<file path="src/sv/assert_macros.svh">
// Assertion helpers shared by the RTL.
`ifndef ASSERT_MACROS_SVH
`define ASSERT_MACROS_SVH

// Same-cycle implication, disabled during reset.
`define ASSERT_SAME(label, clk, rst, ante, cons) \
  label: assert property (@(posedge clk) disable iff (rst) (ante) |-> (cons)) \
    else $error("assertion failed");

// Next-cycle implication, disabled during reset.
`define ASSERT_NEXT(label, clk, rst, ante, cons) \
  label: assert property (@(posedge clk) disable iff (rst) (ante) |=> (cons)) \
    else $error("assertion failed");

`endif

</file>
<file path="src/sv/qdd_pkg.sv">
// ----------------------------------------------------------------------------
// qdd_pkg
// Shared types, constants and the quadrature transition table.
// ----------------------------------------------------------------------------
`timescale 1ns / 1ps

package qdd_pkg;

  localparam int DefCountWidth = 8;

  // stream widths
  localparam int InDataWidth  = 16;
  localparam int OutDataWidth = 16;

  // configuration port
  localparam int CfgIndexWidth = 2;
  localparam int CfgDataWidth  = 5;

  localparam logic [CfgIndexWidth-1:0] REG_REV_DETENTS  = 2'd0;
  localparam logic [CfgIndexWidth-1:0] REG_CARD_SPACING = 2'd1;
  localparam logic [CfgIndexWidth-1:0] REG_LATCH_STATE  = 2'd2;
  localparam logic [CfgIndexWidth-1:0] REG_WRAP_ENABLE  = 2'd3;

  localparam logic [4:0] RST_REV_DETENTS  = 5'd24;
  localparam logic [4:0] RST_CARD_SPACING = 5'd6;
  localparam logic [1:0] RST_LATCH_STATE  = 2'd3;
  localparam logic       RST_WRAP_ENABLE  = 1'b1;
  localparam logic [1:0] RST_PREV_PINS    = 2'd3;

  // action codes carried on tuser
  localparam logic ACT_SAMPLE = 1'b0;
  localparam logic ACT_SET    = 1'b1;

  localparam logic [5:0] NO_CARDINAL = 6'h3F;  // -1

  typedef struct packed {
    logic load;    // capture input beat
    logic update;  // apply beat to pin/count state
    logic step;    // advance cardinal walk
    logic emit;    // write result register
  } dp_cmd_t;

  typedef struct packed {
    logic done;    // walk resolved both on_cardinal and nearest
  } dp_status_t;

  // 4x decode: index {previous, current}, result -1/0/+1 as 2-bit signed
  function automatic logic [1:0] step_delta(input logic [3:0] idx);
    logic [1:0] d;
    case (idx)
      4'd1, 4'd7, 4'd8, 4'd14: d = 2'b11;
      4'd2, 4'd4, 4'd11, 4'd13: d = 2'b01;
      default: d = 2'b00;
    endcase
    return d;
  endfunction

endpackage

</file>
<file path="src/sv/qdd_datapath.sv">
// ----------------------------------------------------------------------------
// qdd_datapath
// Configuration registers, pin/count state, cardinal walk and result register.
// ----------------------------------------------------------------------------
`timescale 1ns / 1ps

module qdd_datapath #(
  parameter int COUNT_WIDTH = qdd_pkg::DefCountWidth
) (
  input  logic                              clk,
  input  logic                              rst,
  input  logic                              cfg_we,
  input  logic [qdd_pkg::CfgIndexWidth-1:0] cfg_index,
  input  logic [qdd_pkg::CfgDataWidth-1:0]  cfg_data,
  input  logic [qdd_pkg::InDataWidth-1:0]   s_tdata,
  input  logic                              s_tuser,
  input  qdd_pkg::dp_cmd_t                  cmd,
  output qdd_pkg::dp_status_t               status,
  output logic [qdd_pkg::OutDataWidth-1:0]  m_tdata
);
  import qdd_pkg::*;

  // configuration
  logic [4:0] rev_detents;
  logic [4:0] card_spacing;
  logic [1:0] latch_state;
  logic       wrap_enable;

  // captured beat
  logic       in_action;
  logic [1:0] in_pins;
  logic [5:0] in_new_position;
  logic [4:0] in_range;

  // decoder state
  logic [1:0]             prev_pins;
  logic [COUNT_WIDTH-1:0] fine_count;
  logic [5:0]             detent;
  logic                   changed;

  // walk state
  logic [6:0] idx;
  logic       card_hit;
  logic       near_found;
  logic [5:0] near_val;

  always_ff @(posedge clk) begin
    if (rst) begin
      rev_detents  <= RST_REV_DETENTS;
      card_spacing <= RST_CARD_SPACING;
      latch_state  <= RST_LATCH_STATE;
      wrap_enable  <= RST_WRAP_ENABLE;
    end else if (cfg_we) begin
      case (cfg_index)
        REG_REV_DETENTS:  rev_detents  <= cfg_data;
        REG_CARD_SPACING: card_spacing <= cfg_data;
        REG_LATCH_STATE:  latch_state  <= cfg_data[1:0];
        REG_WRAP_ENABLE:  wrap_enable  <= cfg_data[0];
        default: ;
      endcase
    end
  end

  always_ff @(posedge clk) begin
    if (cmd.load) begin
      in_action       <= s_tuser;
      in_pins         <= s_tdata[1:0];
      in_new_position <= s_tdata[7:2];
      in_range        <= s_tdata[12:8];
    end
  end

  // ---- state update ----
  logic [1:0]               now_pins;
  logic [COUNT_WIDTH+5:0]   np_wide;
  logic [COUNT_WIDTH-1:0]   fine_set;
  logic [1:0]               delta;
  logic [COUNT_WIDTH-1:0]   fine_add;
  logic [COUNT_WIDTH+3:0]   fine_wide;
  logic [5:0]               det_latch;
  logic [6:0]               det_ext;
  logic [6:0]               steps_ext;
  logic                     wrap_hit;

  assign now_pins  = in_pins;
  assign np_wide   = {{COUNT_WIDTH{in_new_position[5]}}, in_new_position};
  assign fine_set  = {np_wide[COUNT_WIDTH-3:0], fine_count[1:0]};
  assign delta     = step_delta({prev_pins, now_pins});
  assign fine_add  = fine_count + {{(COUNT_WIDTH-2){delta[1]}}, delta};
  assign fine_wide = {{4{fine_add[COUNT_WIDTH-1]}}, fine_add};
  assign det_latch = (now_pins == latch_state) ? fine_wide[7:2] : detent;
  assign det_ext   = {det_latch[5], det_latch};
  assign steps_ext = {2'b00, rev_detents};
  assign wrap_hit  = wrap_enable && (det_ext == steps_ext || det_ext == 7'(-steps_ext));

  always_ff @(posedge clk) begin
    if (rst) begin
      prev_pins  <= RST_PREV_PINS;
      fine_count <= '0;
      detent     <= '0;
    end else if (cmd.update) begin
      if (in_action == ACT_SET) begin
        fine_count <= fine_set;
        detent     <= in_new_position;
      end else if (now_pins != prev_pins) begin
        prev_pins <= now_pins;
        if (wrap_hit) begin
          fine_count <= '0;
          detent     <= '0;
        end else begin
          fine_count <= fine_add;
          detent     <= det_latch;
        end
      end
    end
  end

  // ---- cardinal walk: one candidate point per cycle ----
  logic [5:0] abs_pos;
  logic [7:0] pos_ext;
  logic [7:0] rel;
  logic [8:0] diff;
  logic [8:0] abs_diff;
  logic       near_now;
  logic       cur_card;
  logic       cur_found;
  logic [5:0] cur_val;
  logic [7:0] idx_next;
  logic       stride_zero;

  assign abs_pos     = detent[5] ? 6'(-detent) : detent;
  assign pos_ext     = {{2{detent[5]}}, detent};
  assign rel         = detent[5] ? pos_ext + {3'b000, rev_detents} : pos_ext;
  assign diff        = {rel[7], rel} - {2'b00, idx};
  assign abs_diff    = diff[8] ? 9'(-diff) : diff;
  assign near_now    = !near_found && (idx <= {2'b00, rev_detents})
                       && (abs_diff <= {4'b0000, in_range});
  assign cur_card    = card_hit || (idx == {1'b0, abs_pos});
  assign cur_found   = near_found || near_now;
  assign cur_val     = near_found ? near_val :
                       ((idx == {2'b00, rev_detents}) ? 6'd0 : idx[5:0]);
  assign idx_next    = {1'b0, idx} + {3'b000, card_spacing};
  assign stride_zero = (card_spacing == 5'd0);

  assign status.done = (cur_found || stride_zero || idx_next > {3'b000, rev_detents})
                    && (cur_card || stride_zero || idx_next > {2'b00, abs_pos});

  always_ff @(posedge clk) begin
    if (cmd.update) begin
      idx        <= '0;
      card_hit   <= 1'b0;
      near_found <= 1'b0;
      changed    <= (in_action == ACT_SAMPLE) && (now_pins != prev_pins);
    end else if (cmd.step) begin
      idx        <= idx_next[6:0];
      card_hit   <= cur_card;
      near_found <= cur_found;
      near_val   <= cur_val;
    end
  end

  // result register
  always_ff @(posedge clk) begin
    if (cmd.emit) begin
      m_tdata <= {2'b00, (cur_found ? cur_val : NO_CARDINAL), cur_card, detent, changed};
    end
  end

endmodule

</file>
<file path="src/sv/qdd_ctrl.sv">
// ----------------------------------------------------------------------------
// qdd_ctrl
// Sequencer: capture beat, update state, walk cardinal points, emit result.
// ----------------------------------------------------------------------------
`timescale 1ns / 1ps

module qdd_ctrl (
  input  logic                clk,
  input  logic                rst,
  input  logic                s_tvalid,
  output logic                s_tready,
  output logic                m_tvalid,
  input  logic                m_tready,
  input  qdd_pkg::dp_status_t status,
  output qdd_pkg::dp_cmd_t    cmd
);
  import qdd_pkg::*;

  typedef enum logic [1:0] {
    ST_IDLE,
    ST_UPDATE,
    ST_SEARCH
  } state_t;

  state_t state;
  state_t state_next;
  logic   out_free;

  assign out_free = !m_tvalid || m_tready;
  assign s_tready = (state == ST_IDLE);

  always_comb begin
    cmd        = '0;
    state_next = state;
    case (state)
      ST_IDLE: begin
        if (s_tvalid) begin
          cmd.load   = 1'b1;
          state_next = ST_UPDATE;
        end
      end
      ST_UPDATE: begin
        cmd.update = 1'b1;
        state_next = ST_SEARCH;
      end
      ST_SEARCH: begin
        if (!status.done) begin
          cmd.step = 1'b1;
        end else if (out_free) begin
          cmd.emit   = 1'b1;
          state_next = ST_IDLE;
        end
      end
      default: state_next = ST_IDLE;
    endcase
  end

  always_ff @(posedge clk) begin
    if (rst) begin
      state    <= ST_IDLE;
      m_tvalid <= 1'b0;
    end else begin
      state <= state_next;
      if (cmd.emit) begin
        m_tvalid <= 1'b1;
      end else if (m_tready) begin
        m_tvalid <= 1'b0;
      end
    end
  end

endmodule

</file>
<file path="src/sv/quadrature_decoder_with_detents_top.sv">
// Quadrature decoder with detents. Each input beat either samples the two
// encoder pins (4x decode into a signed fine count, detent position updated
// when the pins reach the latch state, optional wrap at plus or minus the
// detents per revolution) or loads a detent position, and yields exactly one
// result beat carrying the change flag, the detent position, whether it sits
// on a cardinal point and the nearest cardinal point within the requested
// range (-1 if none). After the beat is captured and the state updated, the
// walk unit visits the cardinal points 0, s, 2s and so on, one per cycle,
// until both cardinal answers are settled; the result register then loads
// once the output is free, and the next beat is taken in the cycle after
// that. A new beat is taken once the result is registered, even while it
// waits on m_tready.
`timescale 1ns / 1ps

`include "assert_macros.svh"

// ----------------------------------------------------------------------------
// quadrature_decoder_with_detents_top
// Stream wrapper joining the sequencer and the datapath.
// ----------------------------------------------------------------------------
module quadrature_decoder_with_detents_top #(
  parameter int COUNT_WIDTH = qdd_pkg::DefCountWidth
) (
  input  logic                              clk,
  input  logic                              rst,
  input  logic                              cfg_we,
  input  logic [qdd_pkg::CfgIndexWidth-1:0] cfg_index,
  input  logic [qdd_pkg::CfgDataWidth-1:0]  cfg_data,
  input  logic                              s_tvalid,
  output logic                              s_tready,
  // [0] pin_a, [1] pin_b, [7:2] new_position, [12:8] cardinal_range
  input  logic [qdd_pkg::InDataWidth-1:0]   s_tdata,
  // [0] action
  input  logic                              s_tuser,
  output logic                              m_tvalid,
  input  logic                              m_tready,
  // [0] changed, [6:1] position, [7] on_cardinal, [13:8] nearest_cardinal
  output logic [qdd_pkg::OutDataWidth-1:0]  m_tdata
);
  import qdd_pkg::*;

  dp_cmd_t    cmd;
  dp_status_t status;

  qdd_ctrl u_ctrl (
    .clk      (clk),
    .rst      (rst),
    .s_tvalid (s_tvalid),
    .s_tready (s_tready),
    .m_tvalid (m_tvalid),
    .m_tready (m_tready),
    .status   (status),
    .cmd      (cmd)
  );

  qdd_datapath #(
    .COUNT_WIDTH (COUNT_WIDTH)
  ) u_datapath (
    .clk       (clk),
    .rst       (rst),
    .cfg_we    (cfg_we),
    .cfg_index (cfg_index),
    .cfg_data  (cfg_data),
    .s_tdata   (s_tdata),
    .s_tuser   (s_tuser),
    .cmd       (cmd),
    .status    (status),
    .m_tdata   (m_tdata)
  );

  `ASSERT_SAME(a_load_on_beat, clk, rst, cmd.load, s_tvalid && s_tready)
  `ASSERT_SAME(a_emit_when_free, clk, rst, cmd.emit, !m_tvalid || m_tready)
  `ASSERT_NEXT(a_emit_valid, clk, rst, cmd.emit, m_tvalid)
  `ASSERT_SAME(a_step_not_done, clk, rst, cmd.step, !status.done && !cmd.emit)

endmodule

</file>
<file path="config.mk">
export PLATFORM = sky130hd
export DESIGN_NAME = quadrature_decoder_with_detents_top
export DESIGN_NICKNAME = d
export VERILOG_FILES = /design/src/sv/qdd_pkg.sv /design/src/sv/qdd_datapath.sv /design/src/sv/qdd_ctrl.sv /design/src/sv/quadrature_decoder_with_detents_top.sv
export VERILOG_INCLUDE_DIRS = /design/src /design/src/sv
export SDC_FILE = /design/constraint.sdc
export NUM_CORES = 1
export LEC_CHECK = 0
export ABC_CLOCK_PERIOD_IN_PS = 5580
export BUFFER_PORTS_ARGS = -buffer_cell sky130_fd_sc_hd__buf_2
export CAP_MARGIN = 20
export CORE_ASPECT_RATIO = 2
export CORE_MARGIN = 1.5
export CORE_UTILIZATION = 40
export DETAILED_ROUTE_END_ITERATION = 7
export PLACE_DENSITY = 0.71
export SYNTH_ARGS = -nofsm -noshare
export SYNTH_HDL_FRONTEND = slang
export SYNTH_HIERARCHICAL = 1
export SYNTH_SLANG_ARGS = --single-unit
</file>
<file path="constraint.sdc">
create_clock -name clk -period 5.58 [get_ports clk]
set_input_delay 0.279 -clock clk [delete_from_list [all_inputs] [get_ports clk]]
set_output_delay 0.279 -clock clk [all_outputs]
set_load 0.1 [all_outputs]
</file>
### After elaboration in Yosys (flattened, before gate mapping)

Memory sizes are Yosys's and may differ from the RTL's.
Index checks and enable logic that the tools add are counted.

| word-level totals | value |
|---|---|
| flip-flop bits (word level) | 76 |
| bits in latches | 0 |
| memory bits (writable) | 0 |
| ROM bits | 32 |
| output and inout bits | 18 |
| memories kept | 1 |

| operators by class | value |
|---|---|
| add/subtract/negate cells | 7 |
| multiply operators | 0 |
| div/mod/pow operators | 0 |
| $lt $le $gt $ge | 4 |
| eq/ne operators | 14 |
| shift operators | 0 |
| muxes and demuxes | 25 |
| bitwise gates (word level) | 2 |
| reductions and logical operators | 28 |

Memories:

| name | depth | width | read ports | clocked after memory_dff | write ports | line | source |
|---|---|---|---|---|---|---|---|
| (name not given) | 16 | 2 | 1 | 0 | 0 | qdd_pkg.sv:50 | `case (idx)` |

Operators with widths:

| cell | count |
|---|---|
| $mux 6 | 7 |
| $mux 8 | 4 |
| $eq 7x5->1 | 2 |
| $reduce_and 2->1 | 6 |
| $le 9x5->1 | 1 |
| $mux 9 | 1 |
| $neg 9->9 | 1 |
| $sub 8x8->9 | 1 |
| $add 7x5->8 | 1 |
| $add 8x8->8 | 1 |
| $gt 8x5->1 | 1 |
| $gt 8x6->1 | 1 |
| $logic_or 1x1->1 | 8 |
| $mux 1 | 8 |
| $mux 2 | 4 |
| $add 6x6->7 | 1 |
| $eq 7x6->1 | 1 |
| $eq 7x7->1 | 1 |
| $le 7x5->1 | 1 |
| $neg 5->7 | 1 |
| $eq 2x2->1 const B | 3 |
| $neg 6->6 | 1 |
| $pmux 2 s3 | 1 |
| $reduce_and 3->1 | 2 |
| 11 further kinds | 21 |

### Longest topological paths before layout

| depth | value |
|---|---|
| depth in word-level cells | 14 |
| gate-level depth with buffers | 28 |

### By module

The synthesis kept the hierarchy.

Modules (own cells, without submodules):

| module | instances | cells each | area an instance (um^2) |
|---|---|---|---|
| qdd_datapath | 1 | 587 | 5332.6 |
| qdd_ctrl | 1 | 15 | 143.9 |

### Worst setup path after synthesis

Ideal clock, no wire load.

| timing path | value |
|---|---|
| kind | reg2reg |
| from | reg u_datapath.detent[0] |
| to | reg u_datapath/m_tdata[0] in the netlist's numbering, enable pin |
| data arrival time | 5.132 ns |
| data required time | 5.194 ns |
| slack | 0.062 ns |
| cell stages (with the launch flop) | 25 |
| buffers on the path | 0 |
| clock period less this slack | 5.518 ns |
| path through | dfxtp_1 > ha_1 > fa_1 > a21o_1 > a21oi_1 > xnor2_1 > mux2_2 > ha_1 > a21boi_1 > o211ai_1 > a21oi_1 > nor2_1 > a21oi_1 > ha_1 > nor2b_1 > o21a_1 > o21a_1 > o21ai_0 > nand2b_1 > a22oi_1 > and2_1 > a2111oi_0 > o211ai_1 > nand3b_1 > nor2b_1 |

RTL lines:

| element | line | source |
|---|---|---|
| start: declaration | qdd_datapath.sv:38 | `logic [5:0] detent;` |
| start signal: assignment | qdd_datapath.sv:104 | `detent <= in_new_position;` |
| start signal: assignment | qdd_datapath.sv:112 | `detent <= det_latch;` |
| end signal: assignment | qdd_datapath.sv:165 | `m_tdata <= {2'b00, (cur_found ? cur_val : NO_CARDINAL), cur_card, detent, changed};` |
| end: declaration | qdd_datapath.sv:19 | `output logic [qdd_pkg::OutDataWidth-1:0] m_tdata` |

==> impl_metrics.env <==
export IMPL_area_growth_pct=15.4
export IMPL_syn_area_um2=5480
export IMPL_worstSetupPathType="flip-flop to flip-flop"
export IMPL_synth_edf_count=35
export IMPL_clock_latency_ps=340
export IMPL_gp_congestion=0.945
export IMPL_status="finished, final reports clean"
export IMPL_worstSetupStartpointType="flip-flop"
export IMPL_routedWlPerCell_um=18.1
export IMPL_clockRootBuffer="clkbuf_16"
export IMPL_synthAdderAreaFrac=0.138
export IMPL_hp_class="input port to flip-flop"
export IMPL_crit_path_max_incr_delay_ps=370
export IMPL_drc_errors=0
export IMPL_globalRoute_totalOverflow=0
export IMPL_power_density_nw_per_um2=576
export IMPL_timing_fmax_ghz=0.188
export IMPL_drive_above_1_share=0.165
export IMPL_place_ws_ps=-2.22
export IMPL_cpMostUsedCell="ha_1"
export IMPL_synth_cells=602
export IMPL_ys_flop_type="dfxtp_1"
export IMPL_worstPathMaxFanout=7
export IMPL_grt_pass1_vias=4904
export IMPL_final_cell_mix="nor2_1, ha_1, nand2_1"
export IMPL_power_frac_seq=0.227
export IMPL_r2r_cells=27
export IMPL_skew_ps=8.27
export IMPL_ys_ff_latch=76
export IMPL_rr_startpoint="u_datapath/rev_detents[0]"
export IMPL_die_h_um=168
export IMPL_setup_tns_final_ps=0
export IMPL_worstSetupEndpoint="u_datapath/m_tdata[10]"
export IMPL_viasPerCell=5.81
export IMPL_holdBufCountCts=0
export IMPL_clkSlewWorstSetupHoldPaths_ps=60
export IMPL_clockPowerShare=0.170
export IMPL_setup_worst_path_start="u_datapath/rev_detents[0]"
export IMPL_dp_cells=799
export IMPL_power_leakage_nw=2.61
export IMPL_nets=743
export IMPL_hold_viol=0
export IMPL_synth_mux_area_frac=0.0384
export IMPL_setup_slack_ps=261
export IMPL_synth_avg_cell_area_um2=9.10
export IMPL_intPower_mw=2.06
export IMPL_maxCapViolations=0
export IMPL_cts_max_level=3
export IMPL_async_flop_share=0
export IMPL_setup_viol=0
export IMPL_worstPathRequired_ps=5630
export IMPL_yosys_area_share_xor_xnor=0.0733
export IMPL_synthSimpleGateAreaFrac=0.193
export IMPL_synth_top_family_by_area="simple AND/OR/NAND/NOR gates"
export IMPL_cts_buffers=9
export IMPL_rrSetupSlack_ps=260
export IMPL_core_um2=13400
export IMPL_r2r_end="u_datapath/m_tdata[10]"
export IMPL_relSlewSlack=0.293
export IMPL_drtIter0Drc=163
export IMPL_slowest_stage="o211ai_1"
export IMPL_fin_crit_sh=0.953
export IMPL_fin_util=0.470
export IMPL_layout_commonest_cell="nor2_1"
export IMPL_antenna_cells=0
export IMPL_ant_nets=0
export IMPL_grt_pass1_wl_mm=23.4
export IMPL_netSwitchingFraction=0.434
export IMPL_ios=47
export IMPL_fin_cells=816
export IMPL_worst_slew_pin_slew_ps=1060
export IMPL_io_buffers=41
export IMPL_num_rows=60
export IMPL_drv_slew=0
export IMPL_yosysWarnings=6
export IMPL_cts_tree="yes"
export IMPL_irDropWorstVdd_mv=0.199
export IMPL_wl_mm=14.8
export IMPL_die_w_um=85.7
export IMPL_grt_max_degree=33
export IMPL_initial_core_util=0.408
export IMPL_grt_use_total=0.209
export IMPL_end_kind="flip-flop"
export IMPL_cts_path_max_buffers=2
export IMPL_switching_power_mw=1.58
export IMPL_synth_cell_type_count=69
export IMPL_period_needed_ps=5320
export IMPL_dieArea_um2=14400
export IMPL_via_count=4743
export IMPL_synth_compound_area_frac=0.170
export IMPL_antenna_found_initial=0
export IMPL_synth_seq_area_share=0.342
export IMPL_place_hpwl_mm=11.8
export IMPL_dr_pass1_iters=6
export IMPL_pwr_share_comb=0.603
export IMPL_crit_arrival_ps=5370
export IMPL_numClockSinks=76
-- kinds of logic after synthesis --
group	count (synthesis)
mux	19
simple gates	211
compound gates	133
xor+xnor	45
other cells	1
buf+inv	59
flops	76
fa+ha+maj	58
-- synth_stat cells, types with 3 or more instances --
| cell type | instances | area share |
|---|---|---|
| xnor2_1 | 33 | 0.053 |
| o21ai_0 | 24 | 0.022 |
| mux2i_1 | 15 | 0.027 |
| o21a_1 | 12 | 0.016 |
| a21oi_1 | 29 | 0.027 |
| and4_1 | 4 | 0.0064 |
| nand2_1 | 44 | 0.030 |
| nand3_1 | 9 | 0.0082 |
| o211ai_1 | 6 | 0.0082 |
| a21o_1 | 7 | 0.0096 |
| buf_2 | 8 | 0.0073 |
| clkbuf_1 | 12 | 0.0082 |
| inv_1 | 34 | 0.023 |
| edfxtp_1 | 35 | 0.19 |
| fa_1 | 4 | 0.015 |
| nor3b_1 | 7 | 0.0096 |
| nor3_1 | 17 | 0.016 |
| nor2b_1 | 23 | 0.026 |
| a211o_1 | 8 | 0.013 |
| dfxtp_1 | 41 | 0.15 |
| nand4_1 | 4 | 0.0046 |
| and3_1 | 3 | 0.0034 |
| or3_1 | 3 | 0.0034 |
| o41ai_1 | 3 | 0.0048 |
| nor2_1 | 65 | 0.045 |
| a2111oi_0 | 3 | 0.0048 |
| nand4b_1 | 3 | 0.0048 |
| ha_1 | 54 | 0.12 |
| a31oi_1 | 7 | 0.0080 |
| a22oi_1 | 5 | 0.0069 |
| a211oi_1 | 9 | 0.012 |
| nand2b_1 | 14 | 0.016 |
| xor2_1 | 11 | 0.018 |
-- power groups by stage --
stage / Clock, mW / Combinational, mW / Sequential, mW
2_1_floorplan: 0 / 1.42 / 0.887
3_3_place_gp: 0 / 1.99 / 0.828
3_5_place_dp: 0 / 2.09 / 0.833
4_1_cts: 0.632 / 2.10 / 0.822
5_1_grt: 0.652 / 2.41 / 0.835
6_report: 0.619 / 2.20 / 0.827
-- how the worst min path moves through the flow --
stage	start	end	slack (ps)	depth (start not counted)
global placement	u_datapath/changed	u_datapath/m_tdata[0]	400	0
global route	s_tdata[7]	u_datapath/in_new_position[5]	100	1
CTS	s_tdata[7]	u_datapath/in_new_position[5]	100	1
finish	s_tdata[7]	u_datapath/in_new_position[5]	110	1
detailed placement	u_datapath/changed	u_datapath/m_tdata[0]	430	0
floorplan	rst	u_ctrl/state[1]	350	1
-- metal layers --
metal	routed length (um)	up-vias	GRT usage	share of wire
li1	-	2271	-	-
met3	395	91	0.0258	0.027
met1	4570	2233	0.170	0.31
met2	8350	148	0.410	0.57
met4	1460	0	0.187	0.099
met5	0	-	0	0
-- flip-flops by register name, indices dropped and copies added, names as in the netlist, 5 cells and up --
register and count:
u_datapath/m_tdata 14, u_datapath/fine_count 8, u_datapath/idx 7, u_datapath/detent 6, u_datapath/in_new_position 6, u_datapath/near_val 6
u_datapath/card_spacing 5, u_datapath/in_range 5, u_datapath/rev_detents 5
-- per-stage QoR --
step	cell area, um2	total power, mW	hold slack, ps
detailed placement	5950	2.93	430
floorplan	5480	2.31	347
finish	6320	3.64	114
global placement	5950	2.82	403
global route	6320	3.90	104
CTS	6270	3.56	104
-- critical path: cells and delay by family, from the launching register on --
kind,cells,cell delay [ps]
AND/OR/NAND/NOR,6,830
multiplexers,1,260
flip-flops,1,320
AO/OA/AOI/OAI,12,1860
adder cells (fa/ha/maj),4,1170
buffers and inverters,3,520
XOR/XNOR,1,70
-- what timing repair did --
item | CTS | global route
setup buffers | 0 | 1
gates resized for setup | 1 | 17
hold endpoints to repair | 0 | 0
pin swaps | 0 | 5
endpoints found under the setup margin | 6 | 29
-- cell type report --
class / count / area [um2]
clock buffers: 12 / 268
clock inverters: 4 / 52.6
fillers: 1274 / 7120
inverters: 35 / 131
multi-input cells: 468 / 3400
flip-flops and latches: 76 / 1870
well taps: 155 / 194
repair buffers: 66 / 400
Note: power is estimated with default switching activity, not from simulation.
